File: config.mk
export PLATFORM = sky130hd
export DESIGN_NAME = aabb_cfg
export DESIGN_NICKNAME = d
export VERILOG_FILES = /design/src/rtl/core/aabb_pkg.sv /design/src/rtl/core/aabb_cfg.sv
export SDC_FILE = /design/constraint.sdc
export NUM_CORES = 1
export LEC_CHECK = 0
export CAP_MARGIN = 40
export CORE_ASPECT_RATIO = 1.2
export CORE_UTILIZATION = 40
export DETAILED_ROUTE_END_ITERATION = 16
export DONT_BUFFER_PORTS = 1
export SLEW_MARGIN = 30
export SYNTH_ARGS = -nofsm -noshare
export SYNTH_HDL_FRONTEND = slang
export SYNTH_SLANG_ARGS = --single-unit
File: constraint.sdc
create_clock -name i_clk -period 14.8 [get_ports i_clk]
set_clock_uncertainty 0.05 [all_clocks]
set_input_delay 0 -clock i_clk [delete_from_list [all_inputs] [get_ports i_clk]]
set_output_delay 0 -clock i_clk [all_outputs]
set_load 0.005 [all_outputs]
File: src/rtl/core/aabb_pkg.sv
package aabb_pkg;

    // Coordinate and coefficient formats
    localparam int COORD_W   = 32;
    localparam int COEF_FRAC = 16;
    localparam int COEF_W    = COEF_FRAC + 4;
    localparam int ROW_W     = 3 * COEF_W;

    // Datapath widths: s = hi + lo, d = hi - lo (never negative once merged)
    localparam int SUM_W = COORD_W + 1;
    localparam int DIF_W = COORD_W;
    localparam int PS_W  = COEF_W + SUM_W;
    localparam int PD_W  = COEF_W + DIF_W;
    localparam int A_W   = PS_W + 2;
    localparam int B_W   = PD_W + 2;
    // B_W + 1 == A_W, so one more bit holds both A - B and A + B
    localparam int R_W   = A_W + 1;
    localparam int SH    = COEF_FRAC + 1;
    localparam int Q_W   = R_W - SH;
    localparam int V_W   = Q_W + 1;

    // Configuration port
    localparam int ADDR_W = 6;
    localparam int DATA_W = 64;
    localparam int REG_W  = ADDR_W - 3;

    localparam logic [REG_W-1:0] REG_ROW_X = 3'd0;
    localparam logic [REG_W-1:0] REG_ROW_Y = 3'd1;
    localparam logic [REG_W-1:0] REG_ROW_Z = 3'd2;
    localparam logic [REG_W-1:0] REG_OFF_X = 3'd3;
    localparam logic [REG_W-1:0] REG_OFF_Y = 3'd4;
    localparam logic [REG_W-1:0] REG_OFF_Z = 3'd5;

    // Identity matrix at reset
    localparam logic [ROW_W-1:0] ROW_X_INIT = ROW_W'(1) << COEF_FRAC;
    localparam logic [ROW_W-1:0] ROW_Y_INIT = ROW_W'(1) << (COEF_FRAC + COEF_W);
    localparam logic [ROW_W-1:0] ROW_Z_INIT = ROW_W'(1) << (COEF_FRAC + 2 * COEF_W);

    localparam logic [COORD_W-1:0] COORD_MAX   = {1'b0, {(COORD_W-1){1'b1}}};
    localparam logic [COORD_W-1:0] COORD_MIN   = {1'b1, {(COORD_W-1){1'b0}}};
    // empty box: low at the top, high at minus the top
    localparam logic [COORD_W-1:0] BOX_HI_INIT = {1'b1, {(COORD_W-2){1'b0}}, 1'b1};

    typedef struct packed {
        logic signed [COORD_W-1:0] pos_x;
        logic signed [COORD_W-1:0] pos_y;
        logic signed [COORD_W-1:0] pos_z;
        logic                      final_point;
    } t_in_beat;

    typedef struct packed {
        logic signed [COORD_W-1:0] out_min_x;
        logic signed [COORD_W-1:0] out_min_y;
        logic signed [COORD_W-1:0] out_min_z;
        logic signed [COORD_W-1:0] out_max_x;
        logic signed [COORD_W-1:0] out_max_y;
        logic signed [COORD_W-1:0] out_max_z;
        logic                      saturated_flag;
    } t_out_beat;

    typedef struct packed {
        logic [2:0][ROW_W-1:0]   row;
        logic [2:0][COORD_W-1:0] offset;
    } t_cfg;

    typedef struct packed {
        logic [2:0][SUM_W-1:0] s;
        logic [2:0][DIF_W-1:0] d;
    } t_sd;

endpackage

File: src/rtl/core/aabb_cfg.sv
module aabb_cfg (
    input  logic                       i_clk,
    input  logic                       i_rst_n,
    input  logic                       psel,
    input  logic                       penable,
    input  logic                       pwrite,
    input  logic [aabb_pkg::ADDR_W-1:0] paddr,
    input  logic [aabb_pkg::DATA_W-1:0] pwdata,
    output logic [aabb_pkg::DATA_W-1:0] prdata,
    output logic                       pready,
    output aabb_pkg::t_cfg             o_cfg
);
    import aabb_pkg::*;

    logic [ROW_W-1:0]   r_row [3];
    logic [COORD_W-1:0] r_off [3];
    logic               wr_en;
    logic [REG_W-1:0]   reg_idx;

    assign pready  = 1'b1;
    assign wr_en   = psel && penable && pwrite;
    assign reg_idx = paddr[ADDR_W-1:3];

    always_ff @(posedge i_clk) begin
        if (!i_rst_n) begin
            r_row[0] <= ROW_X_INIT;
            r_row[1] <= ROW_Y_INIT;
            r_row[2] <= ROW_Z_INIT;
            r_off[0] <= '0;
            r_off[1] <= '0;
            r_off[2] <= '0;
        end else if (wr_en) begin
            case (reg_idx)
                REG_ROW_X: r_row[0] <= pwdata[ROW_W-1:0];
                REG_ROW_Y: r_row[1] <= pwdata[ROW_W-1:0];
                REG_ROW_Z: r_row[2] <= pwdata[ROW_W-1:0];
                REG_OFF_X: r_off[0] <= pwdata[COORD_W-1:0];
                REG_OFF_Y: r_off[1] <= pwdata[COORD_W-1:0];
                REG_OFF_Z: r_off[2] <= pwdata[COORD_W-1:0];
                default: ;
            endcase
        end
    end

    always_comb begin
        case (reg_idx)
            REG_ROW_X: prdata = DATA_W'(r_row[0]);
            REG_ROW_Y: prdata = DATA_W'(r_row[1]);
            REG_ROW_Z: prdata = DATA_W'(r_row[2]);
            REG_OFF_X: prdata = DATA_W'(r_off[0]);
            REG_OFF_Y: prdata = DATA_W'(r_off[1]);
            REG_OFF_Z: prdata = DATA_W'(r_off[2]);
            default:   prdata = '0;
        endcase
    end

    always_comb begin
        for (int i = 0; i < 3; i++) begin
            o_cfg.row[i]    = r_row[i];
            o_cfg.offset[i] = r_off[i];
        end
    end

endmodule

== After elaboration in Yosys (flattened, before gate mapping) ==
Memories as Yosys holds them, arrays and structs flattened.
Index checks and enable logic that the tools add are counted.
Operators by class
  equal/unequal tests: 5
  muxes and demuxes: 32
  bitwise operators: 6
  reductions and logical operators: 3
Operator list (number)
  one-hot mux 60 bit (6 select lines): 1
  2-to-1 mux 60 bit: 3
  2-to-1 mux 32 bit: 3
  2-to-1 mux 1 bit: 25
  equality test 3 x 2 -> 1 bit, second input constant: 2
  equality test 3 bit, second input constant: 2
  OR 1 bit: 6
  equality test 3 x 1 -> 1 bit, second input constant: 1
  zero test 3 bit: 1
  logical AND 1 bit: 2
Word-level totals
  flip-flop bits (word level): 0
  bits in writable memories: 276
  input bits: 75
  output and inout port bits: 341
  word-level logic and storage cells: 48
  memories kept: 2
Memory list
  r_row: depth 3, bits a word 60, read ports 3, clocked after memory_dff 0, write ports 3, line aabb_cfg.sv:15  | logic [ROW_W-1:0] r_row [3];
  r_off: depth 3, bits a word 32, read ports 3, clocked after memory_dff 0, write ports 3, line aabb_cfg.sv:16  | logic [COORD_W-1:0] r_off [3];

== Logic depth before layout (Yosys ltp) ==
  word-level depth: 6
  gate-level depth with buffers: 7
  mapped depth without buffers: 3

== Worst setup path before layout ==
OpenSTA, ideal clock, no wires.
  kind: input to register
  start: in paddr[3] (netlist bit)
  end: mem r_row[0][100] (netlist bit), enable pin
  setup time: 0.567 ns
  data arrival time: 5.058 ns
  data required time: 14.183 ns
  slack: 9.125 ns
  stages on the path: 6
  path buffers: 4
  cell sequence: buf_6 -> buf_6 -> buf_6 -> buf_6 -> nand4_2 -> o31ai_1
RTL lines
  start, declared: line aabb_cfg.sv:7  | input logic [aabb_pkg::ADDR_W-1:0] paddr,
  end, declared: line aabb_cfg.sv:15

==> impl_metrics.py <==
metrics = {
    "routing": {
        "final_antenna_net_count": 0,
        "drt_iter0_markers": 338,
        "via_per_inst": 5.65,
        "post-route-drc-count": 0,
        "totalWireLength_mm": 34.5,
        "wl_per_cell_um": 27.6,
        "first_pass_iters": 4,
        "vias": 7060,
    },
    "synthesis": {
        "synth-edff-count": 276,
        "synth_top_cell_area_share_pct": 71.8,
        "post_synth.cell_area_avg_um2": 14.5,
        "synth_unique_cells": 41,
        "synthArstFlopShare_pct": 0,
        "most_frequently_used_cell_type_in_the_post_synthesis_netlist": "edfxtp_1",
        "yosys-top-cells-count": "edfxtp_1 (276), nand2_1 (100), nor2_1 (70)",
        "post_synth_instance_area_um2": 11500,
        "synthesis.yosys.warnings": 0,
        "synthCells": 794,
        "post-synth-top-area-cell": "edfxtp_1",
        "ys_top_cells_by_area": "edfxtp_1 (72%), mux2_2 (4.7%), mux2i_1 (3.7%), nand2_1 (3.3%), nor2_1 (2.3%)",
        "dominantRegCellSynth": "edfxtp_1",
        "synth.yosys.seq_area_share_pct": 71.8,
        "postSynthRegisterBits": 276,
    },
    "global_route": {
        "globalRoute.totalOverflow": 0,
        "grtUsageTotal_pct": 22.6,
        "wire_length_of_the_first_global_routing_pass_mm": 48.5,
        "number_of_global_route_vias_before_repair": 7452,
        "antenna_violations_before_repair": 0,
        "grt_max_degree": 136,
    },
    "setup_path": {
        "critPathSlowestCell": "dlygate4sd3_1",
        "setup.worst_path.start_class": "primary input",
        "crit_chain": "dlygate4sd3_1, nand2b_1, buf_4, o31ai_4, buf_4",
        "cpLargestDelayFamily": "buffers and inverters",
        "path_buf_inv": 3,
        "critical_path.most_common_cell": "buf_4",
        "worst_path_largest_cell_delay_ps": 890,
        "critical_path_required_ps": 14910,
        "critical_path_depth": 5,
        "cp-end-kind": "flip-flop",
        "worst-endpoint-arrival_ps": 2150,
        "biggest_fanout_along_the_worst_timing_path": 83,
        "path_class": "primary input to flip-flop",
    },
    "timing": {
        "timing.fmax_mhz": 489,
        "timing.final.hold_violations": 0,
        "report.final.setup_viol": 0,
        "period_minus_slack_ps": 2040,
        "grt_setup_unrepaired": "no",
        "postLayoutSetupSlackWorst_ps": 12760,
        "number_of_max_slew_violations_in_the_final_report": 0,
        "maxSlewHeadroom_pct": 48.8,
        "min_period_over_period_pct": 13.8,
        "tightest_slew_ps": 768,
        "finalSetupTns_ps": 0,
    },
    "job": {
        "timing.max_cap.violations": 0,
    },
    "clocking": {
        "clock_sinks": 276,
        "htree_num_levels": 1,
        "worst_setup_hold_path_clk_slew_ps": 60,
        "ctsLongestPathBuffers": 3,
        "cts_tree": "done",
        "clk_root_buffer_cell": "clkbuf_16",
        "numCtsBuffers": 27,
        "postCtsSetupBuffers": 0,
    },
    "worst_hold_path": {
        "holdPathStages": 2,
        "hold_class": "primary input to flip-flop",
    },
    "place": {
        "preCtsSetupSlack_ps": 12970,
        "place_congestion": 0.782,
        "dp_hpwl_mm": 21.6,
        "io_buffer_count": 0,
        "total_placed_cells_including_tap_cells": 1132,
    },
    "floorplan": {
        "placeableCoreArea_um2": 28200,
        "initial_utilization_pct": 41.0,
        "io-pin-count": 416,
        "fp-row-count": 67,
        "die_h_um": 188,
        "die_w_um": 157,
        "design.die.area_um2": 29600,
    },
    "cells_and_area": {
        "fin_cells": 1250,
        "final_layout_size_suffix_gt1_share_pct": 13.0,
        "finish.net_count": 928,
        "syn2layout_area_growth_pct": 16.5,
        "antenna_cells_inserted": 0,
    },
    "power_and_ir_drop": {
        "power.leakage_nw": 4.55,
        "powerDensity_nw_per_um2": 129,
        "max-vdd-ir-drop_v": 0.000114,
    },
    "outcome": {
        "status": "finished clean",
    },
}
## cells in the final DEF, fill, tap and decap left out, drive strengths merged, types with 2 or more instances in the layout
cell / n
or3: 3
a211oi: 10
mux2: 48
nor3b: 5
nor2b: 9
nand3: 11
o31ai: 8
nand4: 2
clkinv: 12
a221oi: 2
o32a: 3
a21oi: 44
bufinv: 3
nor2: 71
a22oi: 9
edfxtp: 276
mux2i: 43
a211o: 5
clkbuf: 33
and2: 29
buf: 16
nand2: 100
conb: 5
a31oi: 2
dlygate4sd3: 71
o21ai: 22
a21boi: 6
a221o: 6
a21o: 5
o221ai: 4
## report_power, final
group	internal [mW]	switching (mW)	leakage, nW
Sequential	0.909	0.0438	2.63
Clock	0.384	0.275	0.411
Combinational	0.0485	0.0689	1.50
Total	1.34	0.388	4.55
## routing by layer
| layer | part of all wire, % | up-vias | track usage, % | wire length, um |
|---|---|---|---|---|
| li1 | - | 3072 | - | - |
| met1 | 35 | 3535 | 23.7 | 12200 |
| met2 | 52 | 379 | 40.9 | 17800 |
| met3 | 9.8 | 74 | 7.70 | 3390 |
| met4 | 3.3 | 0 | 9.22 | 1130 |
| met5 | 0 | - | 0 | 0 |
## layout make-up
class / instances / area (um^2)
clock inverters: 14 / 141
clock buffers: 33 / 698
repair buffers: 87 / 851
flip-flops and latches: 276 / 8290
well taps: 379 / 474
fillers: 2493 / 14700
inverters: 2 / 7.51
multi-input cells: 459 / 2990
## state kept, by name, indices dropped and copies added (netlist names)
signal,count
r_off,96
r_row,180
## per-stage QoR
step / hold slack [ps] / power (mW) / area (um^2) / util, %
after floorplan: 129 / 1.04 / 11600 / -
after global placement: -3.85 / 1.07 / 11900 / 42.1
after detailed placement: -3.88 / 1.07 / 11900 / 42.2
after CTS: 0.376 / 1.74 / 13500 / 47.8
after global routing: 17.2 / 1.78 / 13500 / 47.8
final: 16.6 / 1.73 / 13500 / 47.8
## logic make-up (layout without fill, tap and decap cells)
| family | after synthesis | count (layout) | share of synthesized area (%) |
|---|---|---|---|
| multiplexers | 92 | 92 | 8.60 |
| buffers and inverters | 62 | 136 | 3.23 |
| AND/OR/NAND/NOR | 235 | 235 | 9.12 |
| flip-flops | 276 | 276 | 71.8 |
| AO/OA/AOI/OAI | 127 | 127 | 7.20 |
| other | 2 | 5 | 0.0650 |
## repair_timing
| action | 4_1_cts | 5_1_grt |
|---|---|---|
| endpoints found under the hold margin | 398 | 0 |
| hold buffers | 71 | 0 |
| resized for setup | 0 | 0 |
| endpoints found under the setup margin | 0 | 0 |
## path summary, 6_finish.rpt
path | from | to | slack, ps
setup / recovery | paddr[5] | r_off[0][47] | 12760
hold / removal | psel | r_off[0][80] | 20
No activity file was read; power rests on OpenSTA's default activity.
