`config.mk`:
```
export PLATFORM = sky130hd
export DESIGN_NAME = aabb_box
export DESIGN_NICKNAME = d
export VERILOG_FILES = /design/src/rtl/core/aabb_pkg.sv /design/src/rtl/core/aabb_box.sv
export SDC_FILE = /design/constraint.sdc
export NUM_CORES = 1
export LEC_CHECK = 0
export ABC_AREA = 1
export BUFFER_PORTS_ARGS = -buffer_cell sky130_fd_sc_hd__buf_2
export CAP_MARGIN = 20
export CORE_ASPECT_RATIO = 1.75
export CORE_MARGIN = 5
export CORE_UTILIZATION = 60
export DETAILED_ROUTE_END_ITERATION = 16
export GPL_ROUTABILITY_DRIVEN = 0
export PLACE_DENSITY_LB_ADDON = 0.08
export SLEW_MARGIN = 20
export SYNTH_ARGS = -nofsm -noshare
export SYNTH_HDL_FRONTEND = slang
export SYNTH_SLANG_ARGS = --single-unit
export TNS_END_PERCENT = 100
```
`constraint.sdc`:
```
create_clock -name i_clk -period 23.2 [get_ports i_clk]
set_clock_uncertainty 0.05 [all_clocks]
set_input_delay 0 -clock i_clk [delete_from_list [all_inputs] [get_ports i_clk]]
set_output_delay 0 -clock i_clk [all_outputs]
set_load 0.01 [all_outputs]
```
`src/rtl/core/aabb_pkg.sv`:
```
package aabb_pkg;

    // Coordinate and coefficient formats
    localparam int COORD_W   = 32;
    localparam int COEF_FRAC = 16;
    localparam int COEF_W    = COEF_FRAC + 4;
    localparam int ROW_W     = 3 * COEF_W;

    // Datapath widths: s = hi + lo, d = hi - lo (never negative once merged)
    localparam int SUM_W = COORD_W + 1;
    localparam int DIF_W = COORD_W;
    localparam int PS_W  = COEF_W + SUM_W;
    localparam int PD_W  = COEF_W + DIF_W;
    localparam int A_W   = PS_W + 2;
    localparam int B_W   = PD_W + 2;
    // B_W + 1 == A_W, so one more bit holds both A - B and A + B
    localparam int R_W   = A_W + 1;
    localparam int SH    = COEF_FRAC + 1;
    localparam int Q_W   = R_W - SH;
    localparam int V_W   = Q_W + 1;

    // Configuration port
    localparam int ADDR_W = 6;
    localparam int DATA_W = 64;
    localparam int REG_W  = ADDR_W - 3;

    localparam logic [REG_W-1:0] REG_ROW_X = 3'd0;
    localparam logic [REG_W-1:0] REG_ROW_Y = 3'd1;
    localparam logic [REG_W-1:0] REG_ROW_Z = 3'd2;
    localparam logic [REG_W-1:0] REG_OFF_X = 3'd3;
    localparam logic [REG_W-1:0] REG_OFF_Y = 3'd4;
    localparam logic [REG_W-1:0] REG_OFF_Z = 3'd5;

    // Identity matrix at reset
    localparam logic [ROW_W-1:0] ROW_X_INIT = ROW_W'(1) << COEF_FRAC;
    localparam logic [ROW_W-1:0] ROW_Y_INIT = ROW_W'(1) << (COEF_FRAC + COEF_W);
    localparam logic [ROW_W-1:0] ROW_Z_INIT = ROW_W'(1) << (COEF_FRAC + 2 * COEF_W);

    localparam logic [COORD_W-1:0] COORD_MAX   = {1'b0, {(COORD_W-1){1'b1}}};
    localparam logic [COORD_W-1:0] COORD_MIN   = {1'b1, {(COORD_W-1){1'b0}}};
    // empty box: low at the top, high at minus the top
    localparam logic [COORD_W-1:0] BOX_HI_INIT = {1'b1, {(COORD_W-2){1'b0}}, 1'b1};

    typedef struct packed {
        logic signed [COORD_W-1:0] pos_x;
        logic signed [COORD_W-1:0] pos_y;
        logic signed [COORD_W-1:0] pos_z;
        logic                      final_point;
    } t_in_beat;

    typedef struct packed {
        logic signed [COORD_W-1:0] out_min_x;
        logic signed [COORD_W-1:0] out_min_y;
        logic signed [COORD_W-1:0] out_min_z;
        logic signed [COORD_W-1:0] out_max_x;
        logic signed [COORD_W-1:0] out_max_y;
        logic signed [COORD_W-1:0] out_max_z;
        logic                      saturated_flag;
    } t_out_beat;

    typedef struct packed {
        logic [2:0][ROW_W-1:0]   row;
        logic [2:0][COORD_W-1:0] offset;
    } t_cfg;

    typedef struct packed {
        logic [2:0][SUM_W-1:0] s;
        logic [2:0][DIF_W-1:0] d;
    } t_sd;

endpackage

```
`src/rtl/core/aabb_box.sv`:
```
module aabb_box (
    input  logic               i_clk,
    input  logic               i_rst_n,
    input  logic               i_in_valid,
    input  aabb_pkg::t_in_beat i_in,
    output logic               o_in_stall,
    output logic               o_sd_valid,
    output aabb_pkg::t_sd      o_sd,
    input  logic               i_sd_stall
);
    import aabb_pkg::*;

    t_in_beat                  r_in;
    logic                      r_in_vld;
    logic signed [COORD_W-1:0] r_lo [3];
    logic signed [COORD_W-1:0] r_hi [3];
    t_sd                       r_sd;
    logic                      r_sd_vld;

    logic signed [COORD_W-1:0] pos  [3];
    logic signed [COORD_W-1:0] m_lo [3];
    logic signed [COORD_W-1:0] m_hi [3];
    logic signed [SUM_W-1:0]   dif  [3];
    t_sd                       n_sd;
    logic                      sd_free;
    logic                      go;
    logic                      load_in;

    // s/d slot is free when empty or drained downstream this cycle
    assign sd_free    = !r_sd_vld || !i_sd_stall;
    assign go         = !r_in.final_point || sd_free;
    assign load_in    = !r_in_vld || go;
    assign o_in_stall = !load_in;
    assign o_sd_valid = r_sd_vld;
    assign o_sd       = r_sd;

    always_comb begin
        pos[0] = r_in.pos_x;
        pos[1] = r_in.pos_y;
        pos[2] = r_in.pos_z;
        for (int k = 0; k < 3; k++) begin
            m_lo[k]    = (pos[k] < r_lo[k]) ? pos[k] : r_lo[k];
            m_hi[k]    = (r_hi[k] < pos[k]) ? pos[k] : r_hi[k];
            n_sd.s[k]  = SUM_W'(m_hi[k]) + SUM_W'(m_lo[k]);
            dif[k]     = SUM_W'(m_hi[k]) - SUM_W'(m_lo[k]);
            n_sd.d[k]  = dif[k][DIF_W-1:0];
        end
    end

    always_ff @(posedge i_clk) begin
        if (!i_rst_n) begin
            r_in_vld <= 1'b0;
            r_sd_vld <= 1'b0;
            for (int k = 0; k < 3; k++) begin
                r_lo[k] <= COORD_MAX;
                r_hi[k] <= BOX_HI_INIT;
            end
        end else begin
            if (load_in) begin
                r_in_vld <= i_in_valid;
            end
            if (sd_free) begin
                r_sd_vld <= r_in_vld && r_in.final_point;
            end
            if (r_in_vld && go) begin
                for (int k = 0; k < 3; k++) begin
                    // last point of a set leaves the box empty again
                    r_lo[k] <= r_in.final_point ? COORD_MAX   : m_lo[k];
                    r_hi[k] <= r_in.final_point ? BOX_HI_INIT : m_hi[k];
                end
            end
        end
    end

    always_ff @(posedge i_clk) begin
        if (load_in) begin
            r_in <= i_in;
        end
        if (sd_free) begin
            r_sd <= n_sd;
        end
    end

endmodule

```
* Word level (Yosys, flattened, before mapping)
Memory sizes are Yosys's and may differ from the RTL's.
Index checks and enable logic that the tools add are counted.
** Cells by class
- Add/subtract/negate cells :: 6
- Magnitude comparators :: 6
- Multiplexer cells :: 22
- Bitwise logic cells :: 6
- Reduce and logical (&&, ||, !) cells :: 10
** Operators with widths (number)
- 2-to-1 mux 32 bit :: 18
- less-than comparator 32 bit :: 6
- adder 32 x 32 -> 33 bit :: 3
- subtractor 32 bit :: 3
- OR 1 bit :: 6
- logical NOT 1 bit :: 5
- 2-to-1 mux 1 bit :: 4
- logical OR 1 bit :: 3
- logical AND 1 bit :: 2
** Storage, ports and cells
- Bits in registers :: 294
- Memory bits (writable) :: 192
- Output and inout port bits :: 197
- Word-level logic and storage cells :: 64
- Memories kept :: 2
** Memories
- r_hi :: depth 3, bits a word 32, rd ports 3, clocked after memory_dff 0, write ports 3, RTL line aabb_box.sv:16 : logic signed [COORD_W-1:0] r_hi [3];
- r_lo :: depth 3, bits a word 32, rd ports 3, clocked after memory_dff 0, write ports 3, RTL line aabb_box.sv:15 : logic signed [COORD_W-1:0] r_lo [3];

* Longest topological paths before layout
- Depth after elaboration :: 8
- Mapped depth :: 36

* Worst setup path before layout
Ideal clock, no wire load.
- Kind :: register to register
- Start point :: register r_sd_vld (netlist: o_sd_valid)
- End point :: register r_in (netlist bit pos[0]) (enable)
- Library setup time :: 0.448 ns
- Arrival :: 7.367 ns
- Data required time :: 22.702 ns
- Path slack :: 15.335 ns
- Stages on the path, launching flop included :: 4
- Cells stage by stage :: dfxtp_1 nand2_1 nor2_1 inv_1
** Between the ends
- Cells in the longest elaborated chain, start to end :: 4
** Ends and longest elaborated chain
- start, declared :: RTL line aabb_box.sv:18 : logic r_sd_vld;
- start signal, assigned :: RTL line aabb_box.sv:63 : r_sd_vld <= r_in_vld && r_in.final_point;
- logical NOT 1 bit :: RTL line aabb_box.sv:30 : assign sd_free = !r_sd_vld || !i_sd_stall;
- logical OR 1 bit :: RTL line aabb_box.sv:30
- named net sd_free :: RTL line aabb_box.sv:25 : logic sd_free;
- logical OR 1 bit :: RTL line aabb_box.sv:31 : assign go = !r_in.final_point || sd_free;
- logical OR 1 bit :: RTL line aabb_box.sv:32 : assign load_in = !r_in_vld || go;
- end signal, assigned :: RTL line aabb_box.sv:77 : r_in <= i_in;
- end, declared :: RTL line aabb_box.sv:13 : t_in_beat r_in;
The timed path passes the listed nets, and every way through them passes these cells.
A chain may end at the register's enable or synchronous reset.

==> metrics.txt <==
WL met2=50,060 µm; initial core utilization=0.6031; area of the multi-input gates=15,570 µm²; post-cts sizing count=0; f_max=158.0 MHz; Synth area leader=edfxtp_1; Worst path max stage delay=780 ps; GR Util All Layers=0.3027; crit path max-delay cell type=nor4_1; Core Region=55,060 µm²; Critical Path Sink Type=flop; Met1 Routed Length=30,880 µm; crit path time final=6330 ps; Synth warnings=0; most numerous cell in the Yosys netlist=nand2_1; share of layout cells above drive strength 1=0.1168; worst min-delay path startpoint=i_in[7]; Die Ht=321.2 µm; Overall Power=3.432 mW; Post-synth ARST share=0; Worst VDD drop=0.00007384 V; Flop pwr share=0.377; FF/Latch Area=14,480 µm²; combinational share of power=0.389; met3 wire length=4460 µm; synthesis-to-finish area growth=13.77%; fillers=4,595; post-synth top area share=0.4349; Fin. Hold Viols=0; period utilisation layout=0.2728; kind of critical path=reg -> reg; top sig layer=met4; Vias=27,120; number of buffers created by CTS=47; global-route wire length before repair=143,400 µm; unrepaired setup endpoints after global routing=false; initial antenna violation count=3; Clock Root Buffer=clkbuf_16; Data arrival, critical path=6600 ps; FF+latch count, synth=483; Synth cell types=51; worst setup path startpoint=pos[31]; Post-Route WL=93,540 µm; CP Launch Type=flop; largest net degree at the start of global routing=82; type of the tightest min-delay check=in -> reg; Synth Flop Type=edfxtp_1; post-synthesis sequential area ratio=0.4362; Max-slew headroom=0.2730; Clock power frac=0.234; Slew Limit Fails=0; # port buffers=297; CTS Sinks=483; clk_lat worst skew=590 ps; number of standard cells in the final layout excluding fillers=4,912; final instance area=37,780 µm²; most used cell along the critical path=nand2_1; Critical Path RT=23,470 ps; synthesized net count=4,299; die width=187.8 µm; drt first pass iters=6; Rows=114; synth cell count leaders=nand2_1, inv_1, edfxtp_1; count of final setup violators=0; layout net count=4,654; IO Count=298; dpl hpwl=72,360 µm; Post-Syn Area per Cell=8.691 µm²; Internal=2.127 mW; PwrDens=90.85 nW/µm²; Area contributors post-synth=edfxtp_1, ha_1, nand2_1; RR Startpoint=pos[31]; Synth Cell Area=33,210 µm²; clock transition at the registers of the reported paths=60 ps; Mapped Cells=3,821; Post-synth EDFFs=481; worst slew pin tran=1090 ps; CTS tree=yes; crit-path max FO=17; Die ar.=60,340 µm²; Post-CTS Setup Bufs=0; Cells after DPL=4,723; drc violations=0; vias in the first global route=27,670; post-route ant nets=0; setup TNS=0 ps; Worst R2R Setup Slack=16,870 ps; DRT iter0 DRCs=1,552; Max Cap Viol=0; gr ovfl total=0; WL/cell=19.04 µm; hold buffers post-CTS=100; outcome=completed; Vias/cell=5.520; Sw Share=0.3805; DP Area=35,200 µm²; Psw=1.306 mW; CTS H-tree lvls=2; Leakage=18.89 nW; Longest Clk Path Bufs=3
## worst max-delay path: cells and delay by family, from the launching register on
kind	cells	cell delay [ps]
simple gates	13	2520
compound gates	10	1640
fa+ha+maj	3	950
flops	1	420
buf+inv	2	400
xor+xnor	1	100
## registers in the layout, summed over array words and instances (netlist names)
register / flops
o_sd: 192
o_sd_valid: 1
pos: 96
r_hi: 96
r_in: 1
r_in_vld: 1
r_lo: 96
## cells in the final DEF (no fill, tap or decap), types with 14 or more instances in the layout
| cell type | count |
|---|---|
| a211oi_1 | 14 |
| buf_2 | 297 |
| nand2_1 | 806 |
| ha_1 | 371 |
| xor2_1 | 170 |
| dlygate4sd3_1 | 100 |
| o21ai_1 | 41 |
| clkbuf_16 | 49 |
| nand2_2 | 17 |
| inv_1 | 706 |
| edfxtp_1 | 481 |
| nor4_1 | 15 |
| nand3_1 | 81 |
| nor2_1 | 273 |
| a21boi_2 | 18 |
| a21oi_1 | 338 |
| o21ai_2 | 42 |
| nor3_1 | 32 |
| nand4_1 | 38 |
| o21ai_0 | 133 |
## through the flow
stage          worst slack [ps]  hold slack (ps)  utilization
5_1_grt                   16590            45.72       0.6862
3_3_place_gp              16890            126.5       0.6392
4_1_cts                   16950            35.43       0.6861
2_1_floorplan             15340            48.87            -
3_5_place_dp              16970            128.1       0.6392
6_report                  16870            67.41       0.6862
## per-layer routing
metal	up-vias	track usage
li1	13280	-
met1	12520	0.2822
met2	932	0.5860
met3	383	0.04321
met4	0	0.2277
met5	-	0
## worst paths after layout
check / cells after the start / end
hold reg to reg: 2 / o_sd_valid
setup / recovery: 29 / o_sd[190]
hold / removal: 2 / pos[6]
setup reg to reg: 29 / o_sd[190]
## area by class of cell
type	instances	area share
clock inverters	32	0.008776
clock buffers	54	0.03295
flip-flops and latches	483	0.3834
inverters	714	0.07104
well taps	696	0.02305
multi-input cells	2520	0.4122
repair buffers	410	0.06842
diodes	3	0.0001987
## logic make-up after synthesis
logic type | after synthesis | synth area share
AND/OR/NAND/NOR | 1284 | 0.1578
buffers and inverters | 818 | 0.09559
AO/OA/AOI/OAI | 684 | 0.1209
flip-flops | 483 | 0.4362
adder cells (fa/ha/maj) | 377 | 0.1434
XOR/XNOR | 175 | 0.04616
## power by group through the flow
stage	Sequential [mW]	Clock, mW	Combinational, mW
2_1_floorplan	1.39	0	0.742
3_3_place_gp	1.31	0	1.29
3_5_place_dp	1.31	0	1.30
4_1_cts	1.29	0.818	1.32
5_1_grt	1.31	0.853	1.45
6_report	1.29	0.804	1.34
Note: power is estimated with default switching activity, not from simulation.
